## src/design/modbus_read_response_checker_unit_assert.svh

```systemverilog
// ----------------------------------------------------------------------------
// Modbus read response checker: assertion macros
// Shared concurrent assertion forms, clocked on clk and disabled in reset.
// ----------------------------------------------------------------------------
`ifndef MODBUS_READ_RESPONSE_CHECKER_UNIT_ASSERT_SVH
`define MODBUS_READ_RESPONSE_CHECKER_UNIT_ASSERT_SVH

// Same-cycle implication.
`define MBRC_ASSERT_IMP(name, cond, prop) \
	name: assert property (@(posedge clk) disable iff (!arst_n) (cond) |-> (prop)) \
		else $error("same-cycle check failed");

// Next-cycle implication.
`define MBRC_ASSERT_NEXT(name, cond, prop) \
	name: assert property (@(posedge clk) disable iff (!arst_n) (cond) |=> (prop)) \
		else $error("next-cycle check failed");

`endif

```

## src/design/mbrc_pkg.sv

```systemverilog
`timescale 1ns / 1ps
// ----------------------------------------------------------------------------
// mbrc_pkg
// Types and constants shared by the Modbus read response checker.
// ----------------------------------------------------------------------------
package mbrc_pkg;

	localparam logic [15:0] CRC_SEED = 16'hFFFF;
	localparam logic [15:0] CRC_POLY = 16'hA001;
	localparam logic [8:0]  CTR_MAX  = 9'd511;
	localparam logic [8:0]  HDR_LEN  = 9'd3;
	localparam logic [8:0]  MIN_LEN  = 9'd5;

	localparam logic [7:0] FUNC_READ      = 8'h03;
	localparam logic [7:0] FUNC_EXCEPTION = 8'h83;

	localparam logic [1:0] ST_OK        = 2'd0;
	localparam logic [1:0] ST_INVALID   = 2'd1;
	localparam logic [1:0] ST_CRC_ERROR = 2'd2;
	localparam logic [1:0] ST_EXCEPTION = 2'd3;

	localparam logic REG_SLAVE_ADDR     = 1'b0;
	localparam logic REG_EXPECTED_COUNT = 1'b1;

	typedef struct packed {
		logic [15:0] crc;
		logic [15:0] held;
		logic [8:0]  len;
	} mbrc_frame_t;

	typedef struct packed {
		logic [7:0] slave;
		logic [7:0] func;
		logic [7:0] count;
	} mbrc_hdr_t;

endpackage

```

## src/design/mbrc_if.sv

```systemverilog
`timescale 1ns / 1ps
// ----------------------------------------------------------------------------
// mbrc_in_if / mbrc_out_if
// Valid/ready channels for input items and result items.
// ----------------------------------------------------------------------------
interface mbrc_in_if;
	logic       valid;
	logic       ready;
	logic       mode;
	logic [7:0] rx_byte;
	logic       end_of_frame;
	logic [6:0] word_index;

	modport source (output valid, mode, rx_byte, end_of_frame, word_index, input ready);
	modport sink (input valid, mode, rx_byte, end_of_frame, word_index, output ready);
endinterface

interface mbrc_out_if;
	logic        valid;
	logic        ready;
	logic [1:0]  frame_status;
	logic [7:0]  exc_byte;
	logic [15:0] reg_word;
	logic        words_valid;

	modport source (output valid, frame_status, exc_byte, reg_word, words_valid,
		input ready);
	modport sink (input valid, frame_status, exc_byte, reg_word, words_valid,
		output ready);
endinterface

```

## src/design/mbrc_ram.sv

```systemverilog
`timescale 1ns / 1ps
// ----------------------------------------------------------------------------
// mbrc_ram
// Generic simple dual-port RAM, one write and one registered read port.
// ----------------------------------------------------------------------------
module mbrc_ram #(
	parameter int WIDTH = 16,
	parameter int DEPTH = 125
) (
	input  logic                     clk,
	input  logic                     we,
	input  logic [(DEPTH > 1 ? $clog2(DEPTH) : 1)-1:0] waddr,
	input  logic [WIDTH-1:0]         wdata,
	input  logic                     re,
	input  logic [(DEPTH > 1 ? $clog2(DEPTH) : 1)-1:0] raddr,
	output logic [WIDTH-1:0]         rdata
);

	logic [WIDTH-1:0] mem_q [DEPTH];

	always_ff @(posedge clk) begin
		if (we) begin
			mem_q[waddr] <= wdata;
		end
		if (re) begin
			rdata <= mem_q[raddr];
		end
	end

endmodule

```

## src/design/mbrc_frame.sv

```systemverilog
`timescale 1ns / 1ps
// ----------------------------------------------------------------------------
// mbrc_frame
// Byte path: two-byte delay, running CRC, length counter, header capture
// and register word assembly with write requests to the word store.
// ----------------------------------------------------------------------------
module mbrc_frame #(
	parameter int MAX_REGISTERS = 125
) (
	input  logic                     clk,
	input  logic                     arst_n,
	input  logic                     take,
	input  logic [7:0]               rx_byte,
	input  logic                     end_of_frame,
	output logic                     wr_en,
	output logic [(MAX_REGISTERS > 1 ? $clog2(MAX_REGISTERS) : 1)-1:0] wr_addr,
	output logic [15:0]              wr_data,
	output mbrc_pkg::mbrc_frame_t    snap,
	output mbrc_pkg::mbrc_hdr_t      hdr
);
	import mbrc_pkg::*;

	localparam int AW = MAX_REGISTERS > 1 ? $clog2(MAX_REGISTERS) : 1;

	function automatic logic [15:0] crc_byte(input logic [15:0] crc, input logic [7:0] b);
		logic [15:0] c;
		c = crc ^ {8'h00, b};
		for (int i = 0; i < 8; i++) begin
			c = c[0] ? ((c >> 1) ^ CRC_POLY) : (c >> 1);
		end
		return c;
	endfunction

	logic [15:0] crc_q;
	logic [8:0]  cnt_q;
	logic [15:0] held_q;
	logic [7:0]  pending_q;
	mbrc_hdr_t   hdr_q;

	logic        shifting;
	logic        known;
	logic [8:0]  pos;
	logic [8:0]  off;
	logic [7:0]  widx;
	logic [15:0] crc_nx;
	logic [15:0] held_nx;
	logic [8:0]  len_nx;
	logic        capture;

	assign shifting = cnt_q >= 9'd2;
	assign known    = cnt_q != CTR_MAX;
	assign pos      = cnt_q - 9'd2;
	assign off      = pos - HDR_LEN;
	assign widx     = off[8:1];
	assign crc_nx   = shifting ? crc_byte(crc_q, held_q[15:8]) : crc_q;
	assign held_nx  = {held_q[7:0], rx_byte};
	assign len_nx   = known ? cnt_q + 9'd1 : cnt_q;
	assign capture  = take && shifting && known;

	assign wr_en   = capture && (pos >= HDR_LEN) && off[0]
		&& ({1'b0, widx} < 9'(MAX_REGISTERS));
	assign wr_addr = widx[AW-1:0];
	assign wr_data = {pending_q, held_q[15:8]};
	assign snap    = '{crc: crc_nx, held: held_nx, len: len_nx};
	assign hdr     = hdr_q;

	always_ff @(posedge clk or negedge arst_n) begin
		if (!arst_n) begin
			crc_q     <= CRC_SEED;
			cnt_q     <= '0;
			held_q    <= '0;
			pending_q <= '0;
			hdr_q     <= '0;
		end else begin
			if (take) begin
				if (end_of_frame) begin
					crc_q  <= CRC_SEED;
					cnt_q  <= '0;
					held_q <= '0;
				end else begin
					crc_q  <= crc_nx;
					cnt_q  <= len_nx;
					held_q <= held_nx;
				end
			end
			if (capture) begin
				if (pos == 9'd0) begin
					hdr_q.slave <= held_q[15:8];
				end else if (pos == 9'd1) begin
					hdr_q.func <= held_q[15:8];
				end else if (pos == 9'd2) begin
					hdr_q.count <= held_q[15:8];
				end else if (!off[0]) begin
					pending_q <= held_q[15:8];
				end
			end
		end
	end

endmodule

```

## src/design/mbrc_judge.sv

```systemverilog
`timescale 1ns / 1ps
// ----------------------------------------------------------------------------
// mbrc_judge
// End-of-frame checks in priority order, giving status and exception code.
// ----------------------------------------------------------------------------
module mbrc_judge (
	input  mbrc_pkg::mbrc_frame_t snap,
	input  mbrc_pkg::mbrc_hdr_t   hdr,
	input  logic [7:0]            slave_addr,
	input  logic [6:0]            reg_count,
	output logic [1:0]            status,
	output logic [7:0]            exc_code
);
	import mbrc_pkg::*;

	logic [15:0] rx_crc;

	assign rx_crc = {snap.held[7:0], snap.held[15:8]};

	always_comb begin
		exc_code = 8'd0;
		if (snap.len < MIN_LEN) begin
			status = ST_INVALID;
		end else if (rx_crc != snap.crc) begin
			status = ST_CRC_ERROR;
		end else if (hdr.slave != slave_addr) begin
			status = ST_INVALID;
		end else if (hdr.func == FUNC_EXCEPTION) begin
			if (snap.len == MIN_LEN) begin
				status   = ST_EXCEPTION;
				exc_code = hdr.count;
			end else begin
				status = ST_INVALID;
			end
		end else if (hdr.func != FUNC_READ) begin
			status = ST_INVALID;
		end else if (hdr.count != {reg_count, 1'b0}) begin
			status = ST_INVALID;
		end else if (snap.len != ({1'b0, hdr.count} + MIN_LEN)) begin
			status = ST_INVALID;
		end else begin
			status = ST_OK;
		end
	end

endmodule

```

## src/design/modbus_read_response_checker_unit.sv

```systemverilog
`timescale 1ns / 1ps
// ----------------------------------------------------------------------------
// modbus_read_response_checker_unit
// Checks Modbus RTU read-holding-registers responses and serves the words.
// ----------------------------------------------------------------------------
// Items arrive on the item channel: a frame byte (mode 0) or a word read
// (mode 1). A byte without end_of_frame gives no result. A frame's last byte
// gives one status transfer on the result channel; a read gives one transfer
// with the stored word and whether the last frame passed.
// One item is taken per cycle while item.ready is high. An accepted item
// enters the check stage, which holds the word store's registered read and
// the frame checks; its result is then registered in the output register,
// where it waits until the receiver takes it.
// The CRC update runs as a byte-wide unrolled step on the byte leaving the
// two-byte delay when a later byte is taken; completed words are stored then.
// Reset clears the CRC to its seed, the counters, header bytes and the pass
// flag, and sets the expected slave and register count to one. The word
// store is not cleared; words of a failed frame are not meaningful.
// When the receiver stalls, one more result is held in the check stage and
// the item channel then drops ready until the output register drains.
// ----------------------------------------------------------------------------
`include "modbus_read_response_checker_unit_assert.svh"

module modbus_read_response_checker_unit #(
	parameter int MAX_REGISTERS = 125
) (
	input  logic        clk,
	input  logic        arst_n,
	input  logic        cfg_we,
	input  logic        cfg_index,
	input  logic [7:0]  cfg_data,
	mbrc_in_if.sink     item,
	mbrc_out_if.source  result
);
	import mbrc_pkg::*;

	localparam int AW = MAX_REGISTERS > 1 ? $clog2(MAX_REGISTERS) : 1;

	logic [7:0]  slave_cfg_q;
	logic [6:0]  expected_count_q;

	logic        accept;
	logic        adv;

	logic        wr_en;
	logic [AW-1:0] wr_addr;
	logic [15:0] wr_data;
	mbrc_frame_t snap;
	mbrc_hdr_t   hdr;
	logic [15:0] rd_data;

	logic        valid_s1;
	logic        is_read_s1;
	logic        oob_s1;
	mbrc_frame_t snap_s1;

	logic [1:0]  status;
	logic [7:0]  exc_code;

	logic        out_valid_q;
	logic [1:0]  frame_status_q;
	logic [7:0]  exc_byte_q;
	logic [15:0] reg_word_q;
	logic        words_valid_q;
	logic        last_ok_q;

	assign adv        = !out_valid_q || result.ready;
	assign item.ready = !valid_s1 || adv;
	assign accept     = item.valid && item.ready;

	always_ff @(posedge clk or negedge arst_n) begin
		if (!arst_n) begin
			slave_cfg_q      <= 8'd1;
			expected_count_q <= 7'd1;
		end else if (cfg_we) begin
			unique case (cfg_index)
				REG_SLAVE_ADDR:     slave_cfg_q      <= cfg_data;
				REG_EXPECTED_COUNT: expected_count_q <= cfg_data[6:0];
			endcase
		end
	end

	mbrc_frame #(
		.MAX_REGISTERS(MAX_REGISTERS)
	) u_frame (
		.clk         (clk),
		.arst_n      (arst_n),
		.take        (accept && !item.mode),
		.rx_byte     (item.rx_byte),
		.end_of_frame(item.end_of_frame),
		.wr_en       (wr_en),
		.wr_addr     (wr_addr),
		.wr_data     (wr_data),
		.snap        (snap),
		.hdr         (hdr)
	);

	mbrc_ram #(
		.WIDTH(16),
		.DEPTH(MAX_REGISTERS)
	) u_store (
		.clk  (clk),
		.we   (wr_en),
		.waddr(wr_addr),
		.wdata(wr_data),
		.re   (accept && item.mode),
		.raddr(item.word_index[AW-1:0]),
		.rdata(rd_data)
	);

	always_ff @(posedge clk or negedge arst_n) begin
		if (!arst_n) begin
			valid_s1 <= 1'b0;
		end else if (item.ready) begin
			valid_s1 <= accept && (item.mode || item.end_of_frame);
		end
	end

	always_ff @(posedge clk) begin
		if (item.ready) begin
			is_read_s1 <= item.mode;
			oob_s1     <= item.word_index >= 7'(MAX_REGISTERS);
			snap_s1    <= snap;
		end
	end

	mbrc_judge u_judge (
		.snap      (snap_s1),
		.hdr       (hdr),
		.slave_addr(slave_cfg_q),
		.reg_count (expected_count_q),
		.status    (status),
		.exc_code  (exc_code)
	);

	always_ff @(posedge clk or negedge arst_n) begin
		if (!arst_n) begin
			out_valid_q <= 1'b0;
			last_ok_q   <= 1'b0;
		end else if (adv) begin
			out_valid_q <= valid_s1;
			if (valid_s1 && !is_read_s1) begin
				last_ok_q <= status == ST_OK;
			end
		end
	end

	always_ff @(posedge clk) begin
		if (adv) begin
			if (is_read_s1) begin
				frame_status_q <= ST_OK;
				exc_byte_q     <= 8'd0;
				reg_word_q     <= oob_s1 ? 16'd0 : rd_data;
				words_valid_q  <= last_ok_q;
			end else begin
				frame_status_q <= status;
				exc_byte_q     <= exc_code;
				reg_word_q     <= 16'd0;
				words_valid_q  <= status == ST_OK;
			end
		end
	end

	assign result.valid        = out_valid_q;
	assign result.frame_status = frame_status_q;
	assign result.exc_byte     = exc_byte_q;
	assign result.reg_word     = reg_word_q;
	assign result.words_valid  = words_valid_q;

	`MBRC_ASSERT_NEXT(a_read_enters_check, accept && item.mode, valid_s1 && is_read_s1)
	`MBRC_ASSERT_NEXT(a_check_holds_on_stall, valid_s1 && !adv, valid_s1)
	`MBRC_ASSERT_IMP(a_exc_code, out_valid_q && exc_byte_q != '0, frame_status_q == ST_EXCEPTION)
	`MBRC_ASSERT_IMP(a_fail_not_valid, out_valid_q && frame_status_q != ST_OK, !words_valid_q)

endmodule
```

## src/flat_wrapper.sv

```systemverilog
// flat-port wrapper written by rule: the top's interface ports become plain ports
module modbus_read_response_checker_unit_flat import mbrc_pkg::*;
#(
	parameter int MAX_REGISTERS = 125
)
  (clk, arst_n, cfg_we, cfg_index, cfg_data, item_valid, item_mode, item_rx_byte, item_end_of_frame, item_word_index, item_ready, result_valid, result_frame_status, result_exc_byte, result_reg_word, result_words_valid, result_ready);
  mbrc_in_if item_i ();
  mbrc_out_if result_i ();
  input  logic clk;
  input  logic arst_n;
  input  logic cfg_we;
  input  logic cfg_index;
  input  logic [7:0] cfg_data;
  input wire logic [$bits(item_i.valid)-1:0] item_valid;
  input wire logic [$bits(item_i.mode)-1:0] item_mode;
  input wire logic [$bits(item_i.rx_byte)-1:0] item_rx_byte;
  input wire logic [$bits(item_i.end_of_frame)-1:0] item_end_of_frame;
  input wire logic [$bits(item_i.word_index)-1:0] item_word_index;
  output wire logic [$bits(item_i.ready)-1:0] item_ready;
  output wire logic [$bits(result_i.valid)-1:0] result_valid;
  output wire logic [$bits(result_i.frame_status)-1:0] result_frame_status;
  output wire logic [$bits(result_i.exc_byte)-1:0] result_exc_byte;
  output wire logic [$bits(result_i.reg_word)-1:0] result_reg_word;
  output wire logic [$bits(result_i.words_valid)-1:0] result_words_valid;
  input wire logic [$bits(result_i.ready)-1:0] result_ready;
  assign item_i.valid = item_valid;
  assign item_i.mode = item_mode;
  assign item_i.rx_byte = item_rx_byte;
  assign item_i.end_of_frame = item_end_of_frame;
  assign item_i.word_index = item_word_index;
  assign item_ready = item_i.ready;
  assign result_valid = result_i.valid;
  assign result_frame_status = result_i.frame_status;
  assign result_exc_byte = result_i.exc_byte;
  assign result_reg_word = result_i.reg_word;
  assign result_words_valid = result_i.words_valid;
  assign result_i.ready = result_ready;
  modbus_read_response_checker_unit #(.MAX_REGISTERS(MAX_REGISTERS)) u_core (.clk(clk), .arst_n(arst_n), .cfg_we(cfg_we), .cfg_index(cfg_index), .cfg_data(cfg_data), .item(item_i), .result(result_i));
endmodule
```

## config.mk

```make
export PLATFORM = sky130hd
export DESIGN_NAME = modbus_read_response_checker_unit_flat
export DESIGN_NICKNAME = d
export VERILOG_FILES = /design/src/design/mbrc_pkg.sv /design/src/design/mbrc_if.sv /design/src/design/mbrc_ram.sv /design/src/design/mbrc_frame.sv /design/src/design/mbrc_judge.sv /design/src/design/modbus_read_response_checker_unit.sv /design/src/flat_wrapper.sv
export VERILOG_INCLUDE_DIRS = /design/src /design/src/design
export SDC_FILE = /design/constraint.sdc
export NUM_CORES = 2
export LEC_CHECK = 0
export BUFFER_PORTS_ARGS = -buffer_cell sky130_fd_sc_hd__buf_2
export CORE_MARGIN = 4
export CORE_UTILIZATION = 55
export CTS_CLUSTER_DIAMETER = 80
export DETAILED_ROUTE_END_ITERATION = 6
export PLACE_DENSITY = 0.71
export SLEW_MARGIN = 20
export SYNTH_ARGS = -nofsm -noshare
export SYNTH_HDL_FRONTEND = slang
export SYNTH_HIERARCHICAL = 1
export SYNTH_SLANG_ARGS = --single-unit
export TNS_END_PERCENT = 5
```

## constraint.sdc

```tcl
create_clock -name clk -period 7.09 [get_ports clk]
set_clock_uncertainty 0.2 [all_clocks]
set_input_delay 1.418 -clock clk [delete_from_list [all_inputs] [get_ports clk]]
set_output_delay 1.418 -clock clk [all_outputs]
set_load 0.005 [all_outputs]
```

### Yosys cells after proc, flatten, opt, wreduce, memory -nomap -nowiden

Memories as Yosys holds them, arrays and structs flattened. A register that Yosys moved wholly into a read port is not among the register bits.
Index checks and enable logic that the tools add are counted.

* $add $sub $neg: 4
* order comparisons: 5
* equality and inequality tests: 10
* muxes and demuxes: 24
* bitwise gates (word level): 17
* reduce and logical (&&, ||, !) cells: 28

Operators by type and width (count)
* 16-bit two-way mux: 11
* 2-bit NOT with 3-bit output: 8
* 9-bit by 2-bit greater-or-equal comparator with 1-bit output, second input constant: 2
* 9-bit two-way mux: 2
* 9-bit by 2-bit subtractor with 9-bit output, second input constant: 2
* 16-bit inequality test: 1
* 8-bit inequality test: 2
* 16-bit by 8-bit bitwise XOR with 16-bit output: 1
* 1-bit logical AND: 10
* 2-bit two-way mux: 5
* 8-bit by 3-bit adder with 9-bit output, second input constant: 1
* 9-bit by 1-bit adder with 9-bit output, second input constant: 1
* 9-bit by 1-bit == test with 1-bit output, second input constant: 1
* 9-bit by 2-bit == test with 1-bit output, second input constant: 1
* 9-bit by 3-bit == test with 1-bit output, second input constant: 1
* 9-bit logical NOT: 1
* 9-bit by 3-bit < comparator with 1-bit output, second input constant: 1
* 9-bit inequality test: 1
* 9-bit inequality test, second input constant: 1
* 8-bit == test, second input constant: 1
* 8-bit by 7-bit < comparator with 1-bit output, second input constant: 1
* 8-bit by 2-bit inequality test with 1-bit output, second input constant: 1
* 1-bit NOT: 8
* 2-bit AND reduction: 4
* 10 further kinds: 20

* bits in registers: 161
* RAM bits: 2000
* output and inout port bits: 29
* word-level logic and storage cells: 110
* memories: 1

Memory list
* u_core.u_store.mem_q: words 125, width 16, rd ports 1, clocked after Yosys merged registers in 1, wr ports 1, line mbrc_ram.sv:19 `logic [WIDTH-1:0] mem_q [DEPTH];`

### Logic depth before layout (Yosys ltp)

* depth after elaboration: 19
* depth in mapped cells: 13

### By module

Netlist, hierarchy kept.

Modules (own cells, without submodules)
* mbrc_ram: times used 1, cells each 3669, area an instance 77558.1 sq um, seq. area each 60538.1 sq um
* mbrc_frame: times used 1, cells each 386, area an instance 4161.5 sq um, seq. area each 1846.8 sq um
* modbus_read_response_checker_unit: times used 1, cells each 150, area an instance 3060.4 sq um, seq. area each 2555.0 sq um
* mbrc_judge: times used 1, cells each 98, area an instance 713.2 sq um, seq. area each 0.0 sq um

### Worst setup path after synthesis

Ideal clock, no wire load.

* kind: input port to flip-flop
* start point: input port result_ready
* end point: memory u_core.u_store.mem_q[80][0], enable pin
* setup time: 0.409 ns
* arrival time: 5.414 ns
* slack: 1.066 ns
* stages on the path: 8
* buffers on the path: 0
* cell sequence: nand3b_1 > nand2_1 > nor2_1 > nand2_1 > or3_1 > a311oi_1 > nand4b_1 > nor3_1

* cells in the longest elaborated chain, start to end: 11

Ends and longest elaborated chain
* start: declaration: line flat_wrapper.sv:25 `input wire logic [$bits(result_i.ready)-1:0] result_ready;`
* 1-bit logical OR: line modbus_read_response_checker_unit.sv:67 `assign adv = !out_valid_q || result.ready;`
* 1-bit logical OR: line modbus_read_response_checker_unit.sv:68 `assign item.ready = !valid_s1 || adv;`
* 1-bit logical AND: line modbus_read_response_checker_unit.sv:69 `assign accept = item.valid && item.ready;`
* 1-bit logical AND: line modbus_read_response_checker_unit.sv:88 `.take (accept && !item.mode),`
* 1-bit logical AND (2 in series): line mbrc_frame.sv:58 `assign capture = take && shifting && known;`
* 1-bit logical AND (2 in series): line mbrc_frame.sv:60 `assign wr_en = capture && (pos >= HDR_LEN) && off[0]`
* 1-bit logical AND: line mbrc_frame.sv:61 `&& ({1'b0, widx} < 9'(MAX_REGISTERS));`
* named net u_core.wr_en: line modbus_read_response_checker_unit.sv:45 `logic wr_en;`
* 1-bit two-way mux: line mbrc_ram.sv:22 `if (we) begin`
* 1-bit two-way mux (implied by the code): line mbrc_ram.sv:23 `mem_q[waddr] <= wdata;`
* end: declaration: line mbrc_ram.sv:19

The timed path passes the listed nets, and every way through them passes these cells.

### Worst setup path after layout

* start point: register u_core.u_frame.cnt_q[1]
* end point: memory u_core.u_store.mem_q[63][2], enable pin

* elaborated cells between the ends (all ways): 13
* classes of those cells: 2 x add/sub; 3 x order compare; 1 x eq/ne; 2 x mux; 5 x reduce/logical

RTL lines
* start: declaration: line mbrc_frame.sv:35 `logic [8:0] cnt_q;`
* start signal: assignment: line mbrc_frame.sv:82 `cnt_q <= len_nx;`
* 9-bit by 2-bit subtractor with 9-bit output (*): line mbrc_frame.sv:52 `assign pos = cnt_q - 9'd2;`
* 9-bit by 2-bit subtractor with 9-bit output (*): line mbrc_frame.sv:53 `assign off = pos - HDR_LEN;`
* named net u_core.wr_addr[5]: line modbus_read_response_checker_unit.sv:46 `logic [AW-1:0] wr_addr;`
* 8-bit by 7-bit < comparator with 1-bit output: line mbrc_frame.sv:61
* 1-bit logical AND: line mbrc_frame.sv:61
* 1-bit two-way mux: line mbrc_ram.sv:22
* 1-bit two-way mux (implied by the code): line mbrc_ram.sv:23

Mark *: on every way through the listed nets, which the timed path passes. The rest lies on a longest branch.

==> impl.org <==
** Routing
- The detailed router placed 43,500 vias in this run.
- In this run the remaining antenna-violating nets after routing total 0.
- Detailed Routing Iterations Pass 1 :: 5
- Using the TritonRoute via totals, the vias-per-cell ratio works out to 6.46.
- Final wirelength :: 208 mm
- Number of design-rule violations left by the first detailed-router iteration :: 5,449
- After detailed routing, the number of remaining DRC violations is 0.
- Average routed wire per standard cell :: 30.9 µm

** Critical path
- Cell repeated most along the worst path :: nor2_1
- STA classifies the critical path endpoint as a flip-flop.
- Category of cells accounting for the largest share of critical-path delay :: simple AND/OR/NAND/NOR gates
- Cell at the slowest stage of the critical path :: nand3_1
- Crit Path Class :: flip-flop to flip-flop
- Setup crit start kind :: flip-flop
- Data arrival time at the worst-slack endpoint :: 5.67 ns
- Walking the worst path, the cells encountered are inv_1 -> ha_1 -> xnor2_1 -> nand2_1 -> maj3_1 -> nor2_1 -> xor2_1 -> nor2b_1 -> nand3_1 -> nor2_1 -> buf_4.
- Required arrival time at the worst endpoint :: 7.40 ns
- Sum of buffers and inverters on the critical path :: 2
- Worst-path fanout max :: 16
- In this design, the stage delay of the slowest critical-path cell is 0.75 ns.

** Synth
- The number of nets handed over by synthesis was 4,342.
- Per-instance average area after synthesis :: 19.9 µm²
- Counting distinct cell types in the post-synthesis netlist gives 74.
- For this run, the leading register cell type out of synthesis is edfxtp_1.
- Share of the synthesized area in compound gates (AO/OA/AOI/OAI) :: 4.15%
- The cell area that synthesis handed to floorplanning was 85,500 µm².
- In the synthesized netlist, mux cells make up 14.1% of the area.
- Synth Area in Simple Gates :: 3.11%
- Number of warnings issued by yosys :: 6
- Sequential cells were found to cover 76.0% of the synthesized design area.
- Counting every instance in the synthesized netlist gives 4,303.
- Main combinational cell family by area after synthesis :: multiplexers
- The synthesized netlist devotes 0.887% of its cell area to XOR and XNOR gates.
- Share of Yosys cell area claimed by the top area cell type :: 73.3%
- Of all flip-flops after synthesis, the portion carrying an async set or reset was 4.18%.
- The synthesized design contains 2,177 register bits.
- The synthesized netlist devotes 0.129% of its cell area to adder and majority cells.
- Number of synthesized flops with an enable pin :: 2,086
- In the post-synthesis netlist, the biggest area contributors are edfxtp_1, mux4_2, mux2i_1, dfrtp_1, a22oi_1.
- Cell type contributing the most total cell area after synthesis :: edfxtp_1

** Clock tree
- In this run the post-CTS setup repair buffer count came out at 0.
- CTS clock-pin slew for the worst setup and hold paths :: 0.06 ns
- Clock buffers created by TritonCTS :: 207
- Clock tree synthesis found a total of 2,177 sinks.
- CTS Buffer Depth :: 3
- Gates resized during post-CTS repair numbered 0.
- Maximum level of the CTS H-tree :: 4
- Buffers inserted to repair hold after CTS numbered 0.
- TritonCTS built the clock tree.
- Cell chosen for the clock root :: clkbuf_16
- Worst-skew pair later-pin latency :: 0.84 ns

** Placement
- The congestion estimate from routability-driven global placement came to 0.858.
- Setup Slack @ Placement :: 1.60 ns
- Half-perimeter wire length of the detailed placement result :: 123 mm
- During placement, the flow inserted port buffers numbering 59.

** GRT
- The initial antenna violation count is 7.
- Maximum number of pins on one net before global-route repair :: 114
- The first global-routing pass estimated 302 mm of wire.
- Vias in the first global route :: 42,700
- Global routing usage summed across all routing layers :: 25.7%
- Summed over all layers, the global routing overflow is 0.

** Pwr
- Switching component of the power :: 0.00667 W
- Clock network power share :: 37.7%
- Int Pwr :: 0.0214 W
- Of the total power, the share spent switching nets is 23.7%.
- Cell Pwr Density :: 295 nW/µm²
- In this run the static leakage power is 31.4 nW.
- Combinational group share of total power :: 7.9%
- The worst-case IR drop observed on VDD is 294 µV.
- Sequential Power Share :: 54.3%

** Layout
- Nets :: 4,559
- The multi-input combinational cells in the finished layout cover a total of 19,200 µm².
- Seq. cell area :: 65,000 µm²
- Most common cell after layout, fill and taps aside :: edfxtp_1
- Utilization after layout :: 61.7%
- Compared with the post-synthesis result, the final layout area differs by 11.4%.
- After filler insertion, the fill cell instance count of the layout stands at 10,700.
- Top library cells by usage in the layout, fill and taps aside :: edfxtp_1, mux4_2, mux2i_1
- Share of cells above drive strength 1 :: 23.8%

** Timing
- Clock period minus final worst setup slack :: 5.35 ns
- Setup repair after global routing missed its margin :: no
- At the pin with the least slew margin, the transition time is 1.20 ns.
- Of the available clock period, the critical path in the final layout requires 75.5%.
- Final setup violation count :: 0
- The number of hold violations in the final report is 0.
- Maximum achievable frequency :: 187 MHz
- In the final timing run, aggregate negative setup slack is 0 ns.
- Hold is met by 0.273 ns.
- Slew margin rel. :: 19.1%
- Across all setup checks in the final design, the least slack found is 1.74 ns.
- The max-slew violation count is 0.

** Die
- Die boundary height :: 402 µm
- Initial standard-cell utilization of the core :: 55.4%
- The initialized floorplan defines 144 standard-cell rows.
- The floorplan step defined a die boundary enclosing 162,000 µm².
- Measured along the x axis, the die boundary spans 402 µm.
- Num ports :: 60
- After floorplanning, the core was sized to cover 154,000 µm².

** Outcome
- The run finished with clean final reports.

** Hold path
- Tightest Hold Check Type :: flip-flop to flip-flop

** Run
- The tool flagged a number of max-cap violations equal to 0.
==> power by group through the flow <==
stage               registers [W]  clock network (W)  logic, W
global route               0.0153             0.0113   0.00238
finish                     0.0153             0.0106   0.00223
CTS                        0.0153             0.0108   0.00222
floorplan                  0.0155                  0   0.00124
detailed placement         0.0155                  0   0.00221
global placement           0.0155                  0   0.00217
==> stage by stage <==
| step | instances | total power (W) | instance area (µm²) |
|---|---|---|---|
| after floorplan | 4303 | 0.0167 | 85500 |
| after global placement | 6354 | 0.0177 | 88700 |
| after detailed placement | 6355 | 0.0177 | 88700 |
| after CTS | 6729 | 0.0282 | 95200 |
| after global routing | 6730 | 0.0290 | 95200 |
| final | 6732 | 0.0281 | 95200 |
==> registers in the layout (all words and copies together), names as in the netlist, 9 cells and up <==
name                    count
u_core/u_store/rdata       16
u_core/u_frame/hdr         24
u_core/u_frame/cnt_q        9
u_core/u_frame/crc_q       16
u_core/u_store/mem_q     2000
u_core/result.reg_word     16
u_core/snap_s1             41
u_core/u_frame/held_q      16
==> final timing paths <==
check / start / to / slack, ns / cells after the start
max: u_core/u_frame/cnt_q[1] / u_core/u_store/mem_q[63][2] / 1.74 / 11
min: u_core/u_frame/held_q[5] / u_core/snap_s1[22] / 0.27 / 0
max reg2reg: u_core/u_frame/cnt_q[1] / u_core/u_store/mem_q[63][2] / 1.74 / 11
min reg2reg: u_core/u_frame/held_q[5] / u_core/snap_s1[22] / 0.27 / 0
max in group asynchronous: arst_n / u_core/u_frame/held_q[12] / 5.09 / 2
min in group asynchronous: arst_n / u_core/expected_count_q[1] / 0.31 / 1
==> cell families after synthesis <==
family / after synthesis
buffers and inverters: 253
multiplexers: 722
flip-flops: 2177
AND/OR/NAND/NOR: 545
XOR/XNOR: 84
AO/OA/AOI/OAI: 513
adder cells (fa/ha/maj): 9
==> cells in the mapped netlist (8+ instances only) <==
master	number
dfrtp_1	73
clkbuf_1	87
buf_6	27
mux4_2	368
xnor2_1	38
o22a_1	8
a221oi_1	11
ha_1	8
a31o_2	16
buf_2	63
and2_1	27
nand4_1	10
a211oi_1	16
o32ai_1	16
buf_4	40
o21ai_0	60
nand3_1	71
mux2_4	24
inv_1	8
a22oi_1	193
nor3_1	8
nor2b_1	41
edfxtp_1	2086
o21ai_1	16
dfstp_2	18
a21o_1	16
mux2_2	90
buf_1	26
nand2_1	103
mux2i_1	240
xor2_1	44
nor4_1	28
a21oi_1	102
nor2_1	209
nand2b_1	10
o211ai_1	32
==> area by class of cell <==
cell class,instances,area share [%]
inverter,8,0.0315
antenna,3,0.00788
clock inverter,119,1.17
clock buffer,255,5.65
multi-input combinational,1873,20.2
timing repair buffer,253,2.00
sequential,2177,68.3
tap,2044,2.69
==> per-layer routing <==
layer | up-vias | wire (µm) | GRT usage [%]
met5 | - | 13 | 0
met4 | 2 | 6880 | 8.10
met3 | 363 | 22000 | 5.57
met2 | 2419 | 97300 | 39.3
met1 | 22700 | 81500 | 37.7
li1 | 18000 | - | -
(Power assumes the default switching activity.)
